`config.mk`:
```
export PLATFORM = sky130hd
export DESIGN_NAME = pcmp_ctrl
export DESIGN_NICKNAME = d
export VERILOG_FILES = /design/src/design/pcmp_pkg.sv /design/src/design/pcmp_ctrl.sv
export SDC_FILE = /design/constraint.sdc
export NUM_CORES = 1
export LEC_CHECK = 0
export BUFFER_PORTS_ARGS = -buffer_cell sky130_fd_sc_hd__buf_2
export CORE_UTILIZATION = 45
export CTS_CLUSTER_DIAMETER = 150
export DETAILED_ROUTE_END_ITERATION = 8
export GPL_TIMING_DRIVEN = 0
export PLACE_DENSITY = 0.85
export SLEW_MARGIN = 20
export SYNTH_ARGS = -nofsm -noshare
export SYNTH_HDL_FRONTEND = slang
export SYNTH_SLANG_ARGS = --single-unit
```
`constraint.sdc`:
```
create_clock -name clk -period 1.75 [get_ports clk]
set_input_delay 0.2625 -clock clk [delete_from_list [all_inputs] [get_ports clk]]
set_output_delay 0.2625 -clock clk [all_outputs]
set_load 0.05 [all_outputs]
```
`src/design/pcmp_pkg.sv`:
```
// pcmp_pkg: shared types, codes, constants and rounding helpers for the
// point cloud mask projector. No dependencies; used by pcmp_ctrl, pcmp_datapath and the core.
`default_nettype none

package pcmp_pkg;

  // input transaction command codes (carried in tuser)
  localparam logic [2:0] CMD_POINT      = 3'd0;
  localparam logic [2:0] CMD_SET_LANE   = 3'd1;
  localparam logic [2:0] CMD_CLR_LANE   = 3'd2;
  localparam logic [2:0] CMD_CLR_BOXES  = 3'd3;
  localparam logic [2:0] CMD_ADD_BOX    = 3'd4;
  localparam logic [2:0] CMD_POSE       = 3'd5;

  // configuration register indexes
  localparam logic [2:0] CFG_FOCAL_X      = 3'd0;
  localparam logic [2:0] CFG_FOCAL_Y      = 3'd1;
  localparam logic [2:0] CFG_CENTER_X     = 3'd2;
  localparam logic [2:0] CFG_CENTER_Y     = 3'd3;
  localparam logic [2:0] CFG_IMAGE_WIDTH  = 3'd4;
  localparam logic [2:0] CFG_IMAGE_HEIGHT = 3'd5;
  localparam logic [2:0] CFG_LANE_WIDTH   = 3'd6;

  localparam logic [18:0] LANE_WIDTH_RST = 19'd22938;

  // quotient bits of the pixel division
  localparam int DIV_W = 46;
  localparam logic [5:0] DIV_STEPS = 6'd46;

  localparam logic signed [63:0] COS_Q30   = 64'sd973140718;
  localparam logic signed [63:0] SIN_Q30   = 64'sd453782599;
  localparam logic signed [63:0] ONE_Q30   = 64'sd1073741824;
  localparam logic signed [63:0] HEIGHT_Q16 = 64'sd19661;
  localparam logic signed [31:0] DEPTH_MIN_Q16 = 32'sd3276;
  localparam logic signed [34:0] XB_MIN_Q16 = 35'sd9831;
  localparam logic signed [34:0] XB_MAX_Q16 = 35'sd65536;
  localparam logic [33:0] MARGIN2_Q16 = 34'd13108;

  localparam logic [3:0] MAC_LAST = 4'd8;

  typedef struct packed {
    logic accept;
    logic dispatch;
    logic mul;
    logic sum;
    logic check;
    logic mac_start;
    logic pose_fin;
    logic out_load;
  } dp_cmd_t;

  typedef struct packed {
    logic is_point;
    logic is_pose;
    logic gate_ok;
    logic div_done;
    logic in_img;
    logic scan_done;
    logic keep;
    logic pose_loaded;
    logic mac_last;
    logic out_free;
  } dp_stat_t;

  // divide by 2^30, ties away from zero
  function automatic logic signed [63:0] rnd30(input logic signed [63:0] v);
    logic [63:0] m;
    logic [63:0] r;
    m = v[63] ? 64'(-v) : 64'(v);
    r = (m + 64'd536870912) >> 30;
    return v[63] ? -$signed(r) : $signed(r);
  endfunction

  function automatic logic signed [31:0] sat32(input logic signed [63:0] v);
    if (v > 64'sd2147483647) begin
      return 32'sh7fffffff;
    end else if (v < -64'sd2147483648) begin
      return 32'sh80000000;
    end
    return v[31:0];
  endfunction

  // row and column of a 3x3 matrix entry
  function automatic logic [1:0] k_row(input logic [3:0] k);
    case (k)
      4'd0, 4'd1, 4'd2: return 2'd0;
      4'd3, 4'd4, 4'd5: return 2'd1;
      4'd6, 4'd7, 4'd8: return 2'd2;
      default: return 2'd0;
    endcase
  endfunction

  function automatic logic [1:0] k_col(input logic [3:0] k);
    case (k)
      4'd0, 4'd3, 4'd6: return 2'd0;
      4'd1, 4'd4, 4'd7: return 2'd1;
      4'd2, 4'd5, 4'd8: return 2'd2;
      default: return 2'd0;
    endcase
  endfunction

endpackage

`default_nettype wire

```
`src/design/pcmp_ctrl.sv`:
```
// pcmp_ctrl: sequencing state machine of the projector.
// Depends on pcmp_pkg for the command and status structs.
`default_nettype none

module pcmp_ctrl (
  input  wire logic               clk,
  input  wire logic               rst,
  input  wire logic               in_valid,
  output logic                    in_ready,
  output pcmp_pkg::dp_cmd_t       cmd,
  input  wire pcmp_pkg::dp_stat_t stat
);

  typedef enum logic [10:0] {
    S_IDLE     = 11'b00000000001,
    S_DISP     = 11'b00000000010,
    S_MUL      = 11'b00000000100,
    S_SUM      = 11'b00000001000,
    S_DIV      = 11'b00000010000,
    S_CHECK    = 11'b00000100000,
    S_SCAN     = 11'b00001000000,
    S_CLASS    = 11'b00010000000,
    S_MAC      = 11'b00100000000,
    S_POSE_FIN = 11'b01000000000,
    S_OUT      = 11'b10000000000
  } state_t;

  state_t state, state_next;

  assign in_ready = (state == S_IDLE);

  always_comb begin
    state_next = state;
    cmd        = '0;
    case (state)
      S_IDLE: begin
        if (in_valid) begin
          cmd.accept = 1'b1;
          state_next = S_DISP;
        end
      end
      S_DISP: begin
        cmd.dispatch = 1'b1;
        if (stat.is_point) begin
          state_next = stat.gate_ok ? S_MUL : S_IDLE;
        end else if (stat.is_pose) begin
          cmd.mac_start = 1'b1;
          state_next    = S_MAC;
        end else begin
          state_next = S_IDLE;
        end
      end
      S_MUL: begin
        cmd.mul    = 1'b1;
        state_next = S_SUM;
      end
      S_SUM: begin
        cmd.sum    = 1'b1;
        state_next = S_DIV;
      end
      S_DIV: begin
        if (stat.div_done) begin
          state_next = S_CHECK;
        end
      end
      S_CHECK: begin
        cmd.check  = 1'b1;
        state_next = stat.in_img ? S_SCAN : S_IDLE;
      end
      S_SCAN: begin
        if (stat.scan_done) begin
          state_next = S_CLASS;
        end
      end
      S_CLASS: begin
        if (!stat.keep) begin
          state_next = S_IDLE;
        end else if (stat.pose_loaded) begin
          cmd.mac_start = 1'b1;
          state_next    = S_MAC;
        end else begin
          state_next = S_OUT;
        end
      end
      S_MAC: begin
        if (stat.mac_last) begin
          state_next = stat.is_pose ? S_POSE_FIN : S_OUT;
        end
      end
      S_POSE_FIN: begin
        cmd.pose_fin = 1'b1;
        state_next   = S_IDLE;
      end
      S_OUT: begin
        if (stat.out_free) begin
          cmd.out_load = 1'b1;
          state_next   = S_IDLE;
        end
      end
      default: begin
        state_next = S_IDLE;
      end
    endcase
  end

  always_ff @(posedge clk) begin
    if (rst) begin
      state <= S_IDLE;
    end else begin
      state <= state_next;
    end
  end

endmodule

`default_nettype wire

```
==> results of run 1 <==
[area by class of cell]
class / count / area [um^2] / area share (%)
Multi-Input combinational cell: 78 / 682 / 49.5
Tap cell: 16 / 20.0 / 1.45
Clock buffer: 4 / 26.3 / 1.91
Sequential cell: 11 / 248 / 18.0
Timing Repair Buffer: 45 / 379 / 27.5
Inverter: 6 / 22.5 / 1.63
[per-layer routing]
layer | track usage (%) | vias to the layer above | wire length, um
li1 | - | 456 | -
met1 | 37.6 | 500 | 1210
met2 | 50.0 | 84 | 1610
met3 | 9.58 | 27 | 277
met4 | 15.0 | 0 | 143
met5 | 0 | - | 0
[cells by family after synthesis]
| group | Yosys count | share of synthesized area [%] |
|---|---|---|
| AOI/OAI and AO/OA | 19 | 16.8 |
| xor gates and xnor gates | 2 | 2.27 |
| buffers and inverters | 11 | 5.82 |
| DFF | 11 | 28.5 |
| and+or+nand+nor | 57 | 46.6 |
[power by group]
group          internal, W  total (W)  switching [W]
Combinational     0.000208   0.000436       0.000228
Sequential        0.000253   0.000276      0.0000225
Clock            0.0000886   0.000180      0.0000909
Total             0.000550   0.000891       0.000341
[synth_stat cells]
cell	count
o211a_1	1
o21ai_0	4
a211oi_1	1
inv_1	6
nand3_1	5
clkbuf_1	2
nor2b_1	4
and2_1	1
nor4_2	1
nor4b_1	1
a21oi_1	3
nand4_1	3
or4b_4	1
o211ai_1	3
nand4_2	1
nand3b_1	3
nand3_2	1
nor2_1	11
nand2b_1	3
nor3_1	8
nor3b_1	6
a21o_1	2
a2bb2oi_1	1
or2_2	1
or3_1	1
or3b_2	1
o32ai_1	2
xor2_1	2
nand2_1	3
dfxtp_1	11
nor4_1	1
o21a_1	1
a31oi_1	1
buf_2	3
nor4_4	1
[path summary, 6_finish.rpt]
path	from	endpoint	slack (ns)
worst max-delay path	state[9]	cmd[2]	-0.26
worst max register to register	state[6]	state[3]	-0.18
worst min register to register	state[5]	state[5]	0.52
worst min-delay path	rst	state[8]	0.23
[stage by stage]
| stage | std cells | power [W] | instance area, um^2 | worst slack [ns] |
|---|---|---|---|---|
| after floorplan | 100 | 0.000459 | 818 | -0.115 |
| after global placement | 137 | 0.000510 | 943 | -0.242 |
| after detailed placement | 137 | 0.000514 | 943 | -0.259 |
| after CTS | 152 | 0.000797 | 1240 | -0.150 |
| after global routing | 160 | 0.000921 | 1380 | -0.310 |
| final | 160 | 0.000891 | 1380 | -0.265 |
[timing repair]
item	in CTS	in global routing
setup endpoints to repair	18	18
pin swaps	14	9
buffers inserted	15	9
resized for setup	49	20
==> impl_metrics.py, run 1 <==
metrics = {
    "yosys": {
        "netlist_area_um2": 773,
        "netlist_instances": 100,
        "ys_ff_latch": 11,
        "ys_seq_area_share_pct": 28.5,
        "synthDistinctLibCells": 35,
        "synth.avg_cell_area_um2": 7.73,
        "synth_nets": 113,
        "synth_warnings": 0,
        "synth_top_area_cell": "dfxtp_1",
        "netlist_top_cells_area": "dfxtp_1 (28%), nor3b_1 (5.8%), nor2_1 (5.3%)",
        "synthDominantCellAreaShare_pct": 28.5,
    },
    "cells_and_area": {
        "layout-drive-gt1-share_pct": 59.0,
        "reg_top3": "state x11",
        "final_cell_mix": "buf_4 (18), buf_2 (12), buf_6 (11)",
        "largest_register_ff_count": 11,
        "layout_commonest_cell": "buf_4",
        "num-fill-cells": 70,
        "antenna-diode-count": 0,
        "areaGrowthSynthToFinish_pct": 78.2,
        "final_core_util_pct": 88.4,
        "top_register": "state",
        "final_nets": 158,
    },
    "floorplanning": {
        "row_count": 14,
        "io_pins": 22,
        "initial_utilization_pct": 49.6,
        "die_h_um": 43.5,
        "core_area_um2": 1560,
        "dieArea_um2": 1890,
        "fp.dieW_um": 43.5,
    },
    "clock_tree": {
        "htree_levels": 1,
        "clk_latency_ns": 0.28,
        "hold_buffers": 0,
        "cts-root-buf": "clkbuf_4",
        "cts_buffers": 3,
        "cts_tree": "yes",
        "clk_pin_slew_ns": 0.07,
        "cts.path.max_buffers": 2,
        "clock-sinks": 11,
    },
    "flow_run": {
        "drv_cap": 0,
    },
    "sta": {
        "slew-limit-headroom_pct": 73.6,
        "report.final.slew_viol_count": 0,
        "setup-tns-final_ns": -2.86,
        "worst_pin_slew_ns": 0.394,
        "clock_skew_ns": 0.00312,
        "finalWorstSetupSlack_ns": -0.265,
        "finalCritPeriodShare_pct": 115,
        "setup_viol_count_final": 18,
        "hold_violations": 0,
        "rsz0062_at_grt": "yes",
        "max_freq_ghz": 0.496,
        "holdWs_ns": 0.234,
        "min_period_ns": 2.01,
    },
    "pwr": {
        "p_leak_nw": 0.577,
        "ir_drop_uv": 667,
        "power_density_nw_per_um2": 647,
    },
    "worst_setup_path": {
        "r2r_cells": 7,
        "cp_data_required_time_ns": 1.49,
        "worstPathMaxFanout": 4,
        "crit_type": "flip-flop to primary output",
        "worst-path-stages": 6,
        "cp_num_buf_inv": 2,
        "critPathCaptureType": "primary output",
        "cp_top_family": "simple AND/OR/NAND/NOR gates",
        "crit_slowest_cell": "nor3_2",
        "cpPeakStageDelay_ns": 0.38,
        "crit_chain": "nor3_2 -> nand4_1 -> nor2_1 -> a21oi_1 -> inv_1 -> buf_6",
        "cp.arrival_ns": 1.75,
        "cp-start-kind": "flip-flop",
    },
    "placement": {
        "portBuffers": 21,
        "globalplace.congestion": 0.873,
        "place_hpwl_mm": 1.41,
    },
    "min_path": {
        "hold_depth": 2,
        "worstHoldPathType": "input port to flip-flop",
    },
    "route": {
        "viasPerCell": 6.67,
        "vias": 1067,
        "dr.first_iter.drc_count": 76,
        "firstDrtPassIters": 6,
        "antenna_left": 0,
        "drc": 2,
        "post_drt_wl_per_cell_um": 20.3,
        "routed_wl_mm": 3.25,
    },
    "status": {
        "violations": "design-rule violations, negative setup slack",
        "status": "finished, violations left",
    },
    "global_route": {
        "grt_pass1_vias": 900,
        "grt_pass1_wl_mm": 4.26,
        "grt_overflow_total": 0,
        "grt_max_degree": 11,
        "antenna_found_initial": 0,
        "grtUsageTotal_pct": 31.0,
    },
}
(Power assumes the default switching activity.)
==> inputs of run 2 (changes only) <==
- BUFFER_PORTS_ARGS: -buffer_cell sky130_fd_sc_hd__buf_2 -> -buffer_cell sky130_fd_sc_hd__buf_4
==> run 2 against run 1 <==
  * The flow still finishes with violations (design-rule violations, negative setup slack)
  * Clock skew down 0.0013 ns
  * Wire length up 6.2%
  * Count of clock-buffer cells in the layout unchanged
  * Global-route usage down 0.63 points
  * Final area up 3.0%
  * Critical path depth up 1
  * First-iteration DRC count down 2.6%
  * Clock power about the same
  * Combinational power down 2%
==> impl_metrics.py, run 2 (same netlist as run 1, synthesis figures left out) <==
metrics = {
    "floorplanning": {
        "row_count": 14,
        "dieArea_um2": 1890,
        "initial_utilization_pct": 49.6,
        "io_pins": 22,
        "fp.dieW_um": 43.5,
        "core_area_um2": 1560,
        "die_h_um": 43.5,
    },
    "route": {
        "viasPerCell": 6.63,
        "routed_wl_mm": 3.45,
        "dr.first_iter.drc_count": 74,
        "antenna_left": 0,
        "vias": 1054,
        "drc": 2,
        "post_drt_wl_per_cell_um": 21.7,
        "firstDrtPassIters": 6,
    },
    "global_route": {
        "antenna_found_initial": 0,
        "grt_overflow_total": 0,
        "grtUsageTotal_pct": 30.4,
        "grt_pass1_wl_mm": 4.13,
        "grt_max_degree": 11,
        "grt_pass1_vias": 900,
    },
    "worst_setup_path": {
        "worstPathMaxFanout": 5,
        "r2r-end": "state[3]",
        "cp-start-kind": "flip-flop",
        "r2r_cells": 7,
        "r2r_slack_ns": -0.22,
        "critical_path.startpoint": "state[5]",
        "critPathCaptureType": "primary output",
        "crit_type": "flip-flop to primary output",
        "cp.arrival_ns": 1.77,
        "rr_startpoint": "state[5]",
        "cp_data_required_time_ns": 1.49,
    },
    "clock_tree": {
        "clock-sinks": 11,
        "cts-root-buf": "clkbuf_4",
        "clk_pin_slew_ns": 0.07,
        "cts_buffers": 3,
        "htree_levels": 1,
        "cts.path.max_buffers": 2,
        "clk_latency_ns": 0.28,
        "cts_tree": "yes",
        "hold_buffers": 0,
    },
    "min_path": {
        "hold_depth": 2,
        "hp-start": "rst",
        "whs_endpoint": "state[8]",
        "worstHoldPathType": "input port to flip-flop",
    },
    "cells_and_area": {
        "layout_commonest_cell": "buf_4",
        "final_nets": 157,
        "finalInstanceArea_um2": 1420,
        "reg_top3": "state x11",
        "layout-drive-gt1-share_pct": 58.7,
        "top_register": "state",
        "num-fill-cells": 66,
        "areaGrowthSynthToFinish_pct": 83.5,
        "final_cell_mix": "buf_4 (30), buf_6 (9), nor2_1 (8)",
        "antenna-diode-count": 0,
        "largest_register_ff_count": 11,
    },
    "status": {
        "status": "finished, violations left",
        "violations": "design-rule violations, negative setup slack",
    },
    "placement": {
        "placed_cell_area_um2": 996,
        "portBuffers": 21,
        "globalplace.congestion": 0.811,
        "place_ws_ns": -0.282,
        "place_hpwl_mm": 1.59,
    },
    "sta": {
        "setup_viol_count_final": 18,
        "slew-limit-headroom_pct": 70.4,
        "report.final.slew_viol_count": 0,
        "rsz0062_at_grt": "yes",
        "min_period_ns": 2.03,
        "finalCritPeriodShare_pct": 116,
        "finalWorstSetupSlack_ns": -0.278,
        "hold_violations": 0,
        "clock_skew_ns": 0.00183,
        "worst_pin_slew_ns": 0.442,
        "max_freq_ghz": 0.493,
    },
    "pwr": {
        "power.total_w": 0.000887,
        "ir_drop_uv": 541,
        "clock_power_share_pct": 20.3,
        "combPwrFrac_pct": 48.1,
        "power_density_nw_per_um2": 625,
        "p_leak_nw": 0.592,
        "seqPwrFrac_pct": 31.6,
        "p_int_w": 0.000540,
        "switching_share_pct": 39.1,
        "p_sw_w": 0.000347,
    },
    "flow_run": {
        "drv_cap": 0,
    },
}
## run 2: changes by cell type in the layout (fill, tap and decap cells not counted), sizes merged
cell  previous run  this run
buf             45        44
## run 2: how the worst max path moves through the flow
| stage | end | slack (ns) | cells past startpoint |
|---|---|---|---|
| floorplan | cmd[7] | -0.12 | 5 |
| detailed placement | state[3] | -0.28 | 6 |
| finish | cmd[7] | -0.28 | 7 |
| global route | cmd[2] | -0.33 | 6 |
| CTS | cmd[4] | -0.15 | 5 |
| global placement | state[3] | -0.24 | 5 |
## run 2: area by class of cell
type                            instances  area [um^2]  area share [%]
Multi-Input combinational cell         78          699            49.3
Timing Repair Buffer                   43          399            28.1
Sequential cell                        11          244            17.2
Clock buffer                            4         26.3            1.85
Inverter                                6         22.5            1.59
Tap cell                               16         20.0            1.41
Buffer                                  1         7.51           0.529
## run 2: worst max-delay path, cell delays in order (launching register included)
cell and delay, ns:
dfxtp_4 0.38, nor4_4 0.29, buf_6 0.17, buf_4 0.13
nand3_4 0.09, nor2_4 0.12, and2_4 0.16, buf_8 0.14
## run 2: what timing repair did
action                                 in CTS  in global routing
gates cloned                                0                  0
endpoints found under the hold margin       0                  0
pin swaps                                   8                  7
setup buffers                               9                 13
setup endpoints to repair                  18                 19
resized for setup                          32                 26
## run 2: power groups by stage
stage / Combinational, W / Sequential [W] / Clock (W)
global route: 0.000440 / 0.000279 / 0.000195
CTS: 0.000320 / 0.000280 / 0.000179
global placement: 0.000249 / 0.000279 / 0
finish: 0.000427 / 0.000280 / 0.000180
detailed placement: 0.000256 / 0.000281 / 0
floorplan: 0.000183 / 0.000276 / 0
## run 2: per-layer routing
metal	vias up	part of all wire (%)	global-route usage [%]
met3	27	10	8.33
met2	88	48	49.1
met4	0	4.8	9.38
li1	452	-	-
met1	487	37	39.6
met5	-	0	0
## run 2: metrics by stage
stage	cells	util (%)	setup TNS [ns]	hold slack, ns
global route	159	91.0	-4.38	0.183
floorplan	100	-	-0.680	0.332
global placement	137	63.9	-2.09	0.483
finish	159	91.0	-3.57	0.188
detailed placement	137	63.9	-2.59	0.488
CTS	147	77.5	-1.49	0.195
==> inputs of run 3 (changes only) <==
- CTS_BUF_LIST: not set -> sky130_fd_sc_hd__clkbuf_4 sky130_fd_sc_hd__clkbuf_8 sky130_fd_sc_hd__clkbuf_16
==> run 3 against run 2 <==
  * The run still ends with design-rule violations, negative setup slack left
  * Worst setup slack improved by 0.013 ns
  * Core utilization rose by 0.24 points
  * Count of clock-buffer cells in the layout did not move
  * Non-clock buffer count did not move
  * Critical path depth did not move
  * Sequential power barely moved
==> impl_metrics.py, run 3 (same netlist as run 1, synthesis figures left out) <==
metrics = {
    "status": {
        "status": "finished, violations left",
        "violations": "design-rule violations, negative setup slack",
    },
    "clock_tree": {
        "cts.path.max_buffers": 2,
        "cts_buffers": 3,
        "cts_tree": "yes",
        "clk_pin_slew_ns": 0.08,
        "cts-root-buf": "clkbuf_4",
        "clk_latency_ns": 0.29,
        "clock-sinks": 11,
        "hold_buffers": 0,
        "htree_levels": 1,
    },
    "sta": {
        "setup_viol_count_final": 18,
        "holdWs_ns": 0.185,
        "report.final.slew_viol_count": 0,
        "clock_skew_ns": 0.00728,
        "finalCritPeriodShare_pct": 115,
        "max_freq_ghz": 0.496,
        "slew-limit-headroom_pct": 73.9,
        "rsz0062_at_grt": "yes",
        "worst_pin_slew_ns": 0.390,
        "min_period_ns": 2.02,
        "hold_violations": 0,
        "finalWorstSetupSlack_ns": -0.265,
    },
    "pwr": {
        "p_leak_nw": 0.595,
        "ir_drop_uv": 642,
        "power_density_nw_per_um2": 634,
    },
    "placement": {
        "placed_cell_area_um2": 996,
        "globalplace.congestion": 0.811,
        "place_hpwl_mm": 1.59,
        "portBuffers": 21,
    },
    "global_route": {
        "grt_max_degree": 11,
        "busiest_layer": "met2",
        "antenna_found_initial": 0,
        "met1_usage_pct": 39.6,
        "grtUsageTotal_pct": 30.4,
        "grt_overflow_total": 0,
        "grt_util_met3_pct": 8.33,
        "grt_pass1_vias": 899,
        "grt_util_met2_pct": 49.1,
        "grt_pass1_wl_mm": 4.14,
    },
    "worst_setup_path": {
        "cp_data_required_time_ns": 1.49,
        "crit_slowest_cell": "dfxtp_4",
        "cp-start-kind": "flip-flop",
        "r2r_cells": 7,
        "crit_type": "flip-flop to primary output",
        "critPathCaptureType": "primary output",
        "cp.arrival_ns": 1.75,
        "crit_chain": "nor4_4 -> buf_6 -> buf_4 -> nand3_4 -> nor2_4 -> and2_4 -> buf_8",
        "worstPathMaxFanout": 5,
        "cpPeakStageDelay_ns": 0.38,
    },
    "floorplanning": {
        "dieArea_um2": 1890,
        "fp.dieW_um": 43.5,
        "die_h_um": 43.5,
        "row_count": 14,
        "io_pins": 22,
        "core_area_um2": 1560,
        "initial_utilization_pct": 49.6,
    },
    "route": {
        "antenna_left": 0,
        "vias": 1060,
        "routed_wl_mm": 3.39,
        "dr.first_iter.drc_count": 72,
        "drc": 2,
        "firstDrtPassIters": 6,
        "viasPerCell": 6.67,
        "post_drt_wl_per_cell_um": 21.3,
    },
    "cells_and_area": {
        "antenna-diode-count": 0,
        "layout_commonest_cell": "buf_4",
        "areaGrowthSynthToFinish_pct": 84.0,
        "reg_top3": "state x11",
        "final_nets": 157,
        "finalInstanceArea_um2": 1420,
        "num-fill-cells": 64,
        "layout-drive-gt1-share_pct": 59.4,
        "final_cell_mix": "buf_4 (30), buf_6 (9), nor2_1 (8)",
        "top_register": "state",
        "largest_register_ff_count": 11,
    },
    "flow_run": {
        "drv_cap": 0,
    },
    "min_path": {
        "hold_depth": 2,
        "worstHoldPathType": "input port to flip-flop",
    },
}
[run 3: layout make-up]
class,count,area (um^2),share of cell area [%]
Multi-Input combinational cell,78,699,49.2
Sequential cell,11,244,17.2
Clock buffer,4,30.0,2.11
Buffer,1,7.51,0.528
Inverter,6,22.5,1.58
Timing Repair Buffer,43,399,28.1
Tap cell,16,20.0,1.41
[run 3: what timing repair did]
item / in CTS / in global routing
pin swaps: 8 / 7
setup endpoints to repair: 18 / 19
buffers inserted: 9 / 13
gates resized for setup: 32 / 26
[run 3: per-stage QoR]
step / std cells / power, W / setup WS, ns / setup TNS (ns) / utilization, %
after floorplan: 100 / 0.000459 / -0.115 / -0.680 / -
after global placement: 137 / 0.000529 / -0.245 / -2.09 / 63.9
after detailed placement: 137 / 0.000537 / -0.282 / -2.59 / 63.9
after CTS: 147 / 0.000796 / -0.153 / -1.51 / 77.8
after global routing: 159 / 0.000931 / -0.310 / -4.13 / 91.3
final: 159 / 0.000902 / -0.265 / -3.30 / 91.3
[run 3: where the power goes]
part           internal [W]  leakage, nW  switching [W]
logic              0.000196        0.482       0.000224
registers          0.000254       0.0950      0.0000231
clock network      0.000104       0.0184       0.000100
[run 3: critical path, delay by kind of cell (launching register included)]
kind	cells	cell delay (ns)
buffers and inverters	3	0.44
AND/OR/NAND/NOR	4	0.65
flip-flops	1	0.38
[run 3: final timing paths]
| kind | startpoint | endpoint | slack (ns) |
|---|---|---|---|
| worst min register to register | state[5] | state[5] | 0.59 |
| worst max-delay path | state[5] | cmd[7] | -0.27 |
| worst max register to register | state[5] | state[3] | -0.22 |
| worst min-delay path | rst | state[8] | 0.19 |
[run 3: routing by layer]
layer	share of wire (%)	wire, um	up-vias
li1	-	-	453
met1	36	1210	516
met2	50	1680	76
met3	11	372	15
met4	3.4	115	0
met5	0	0	-
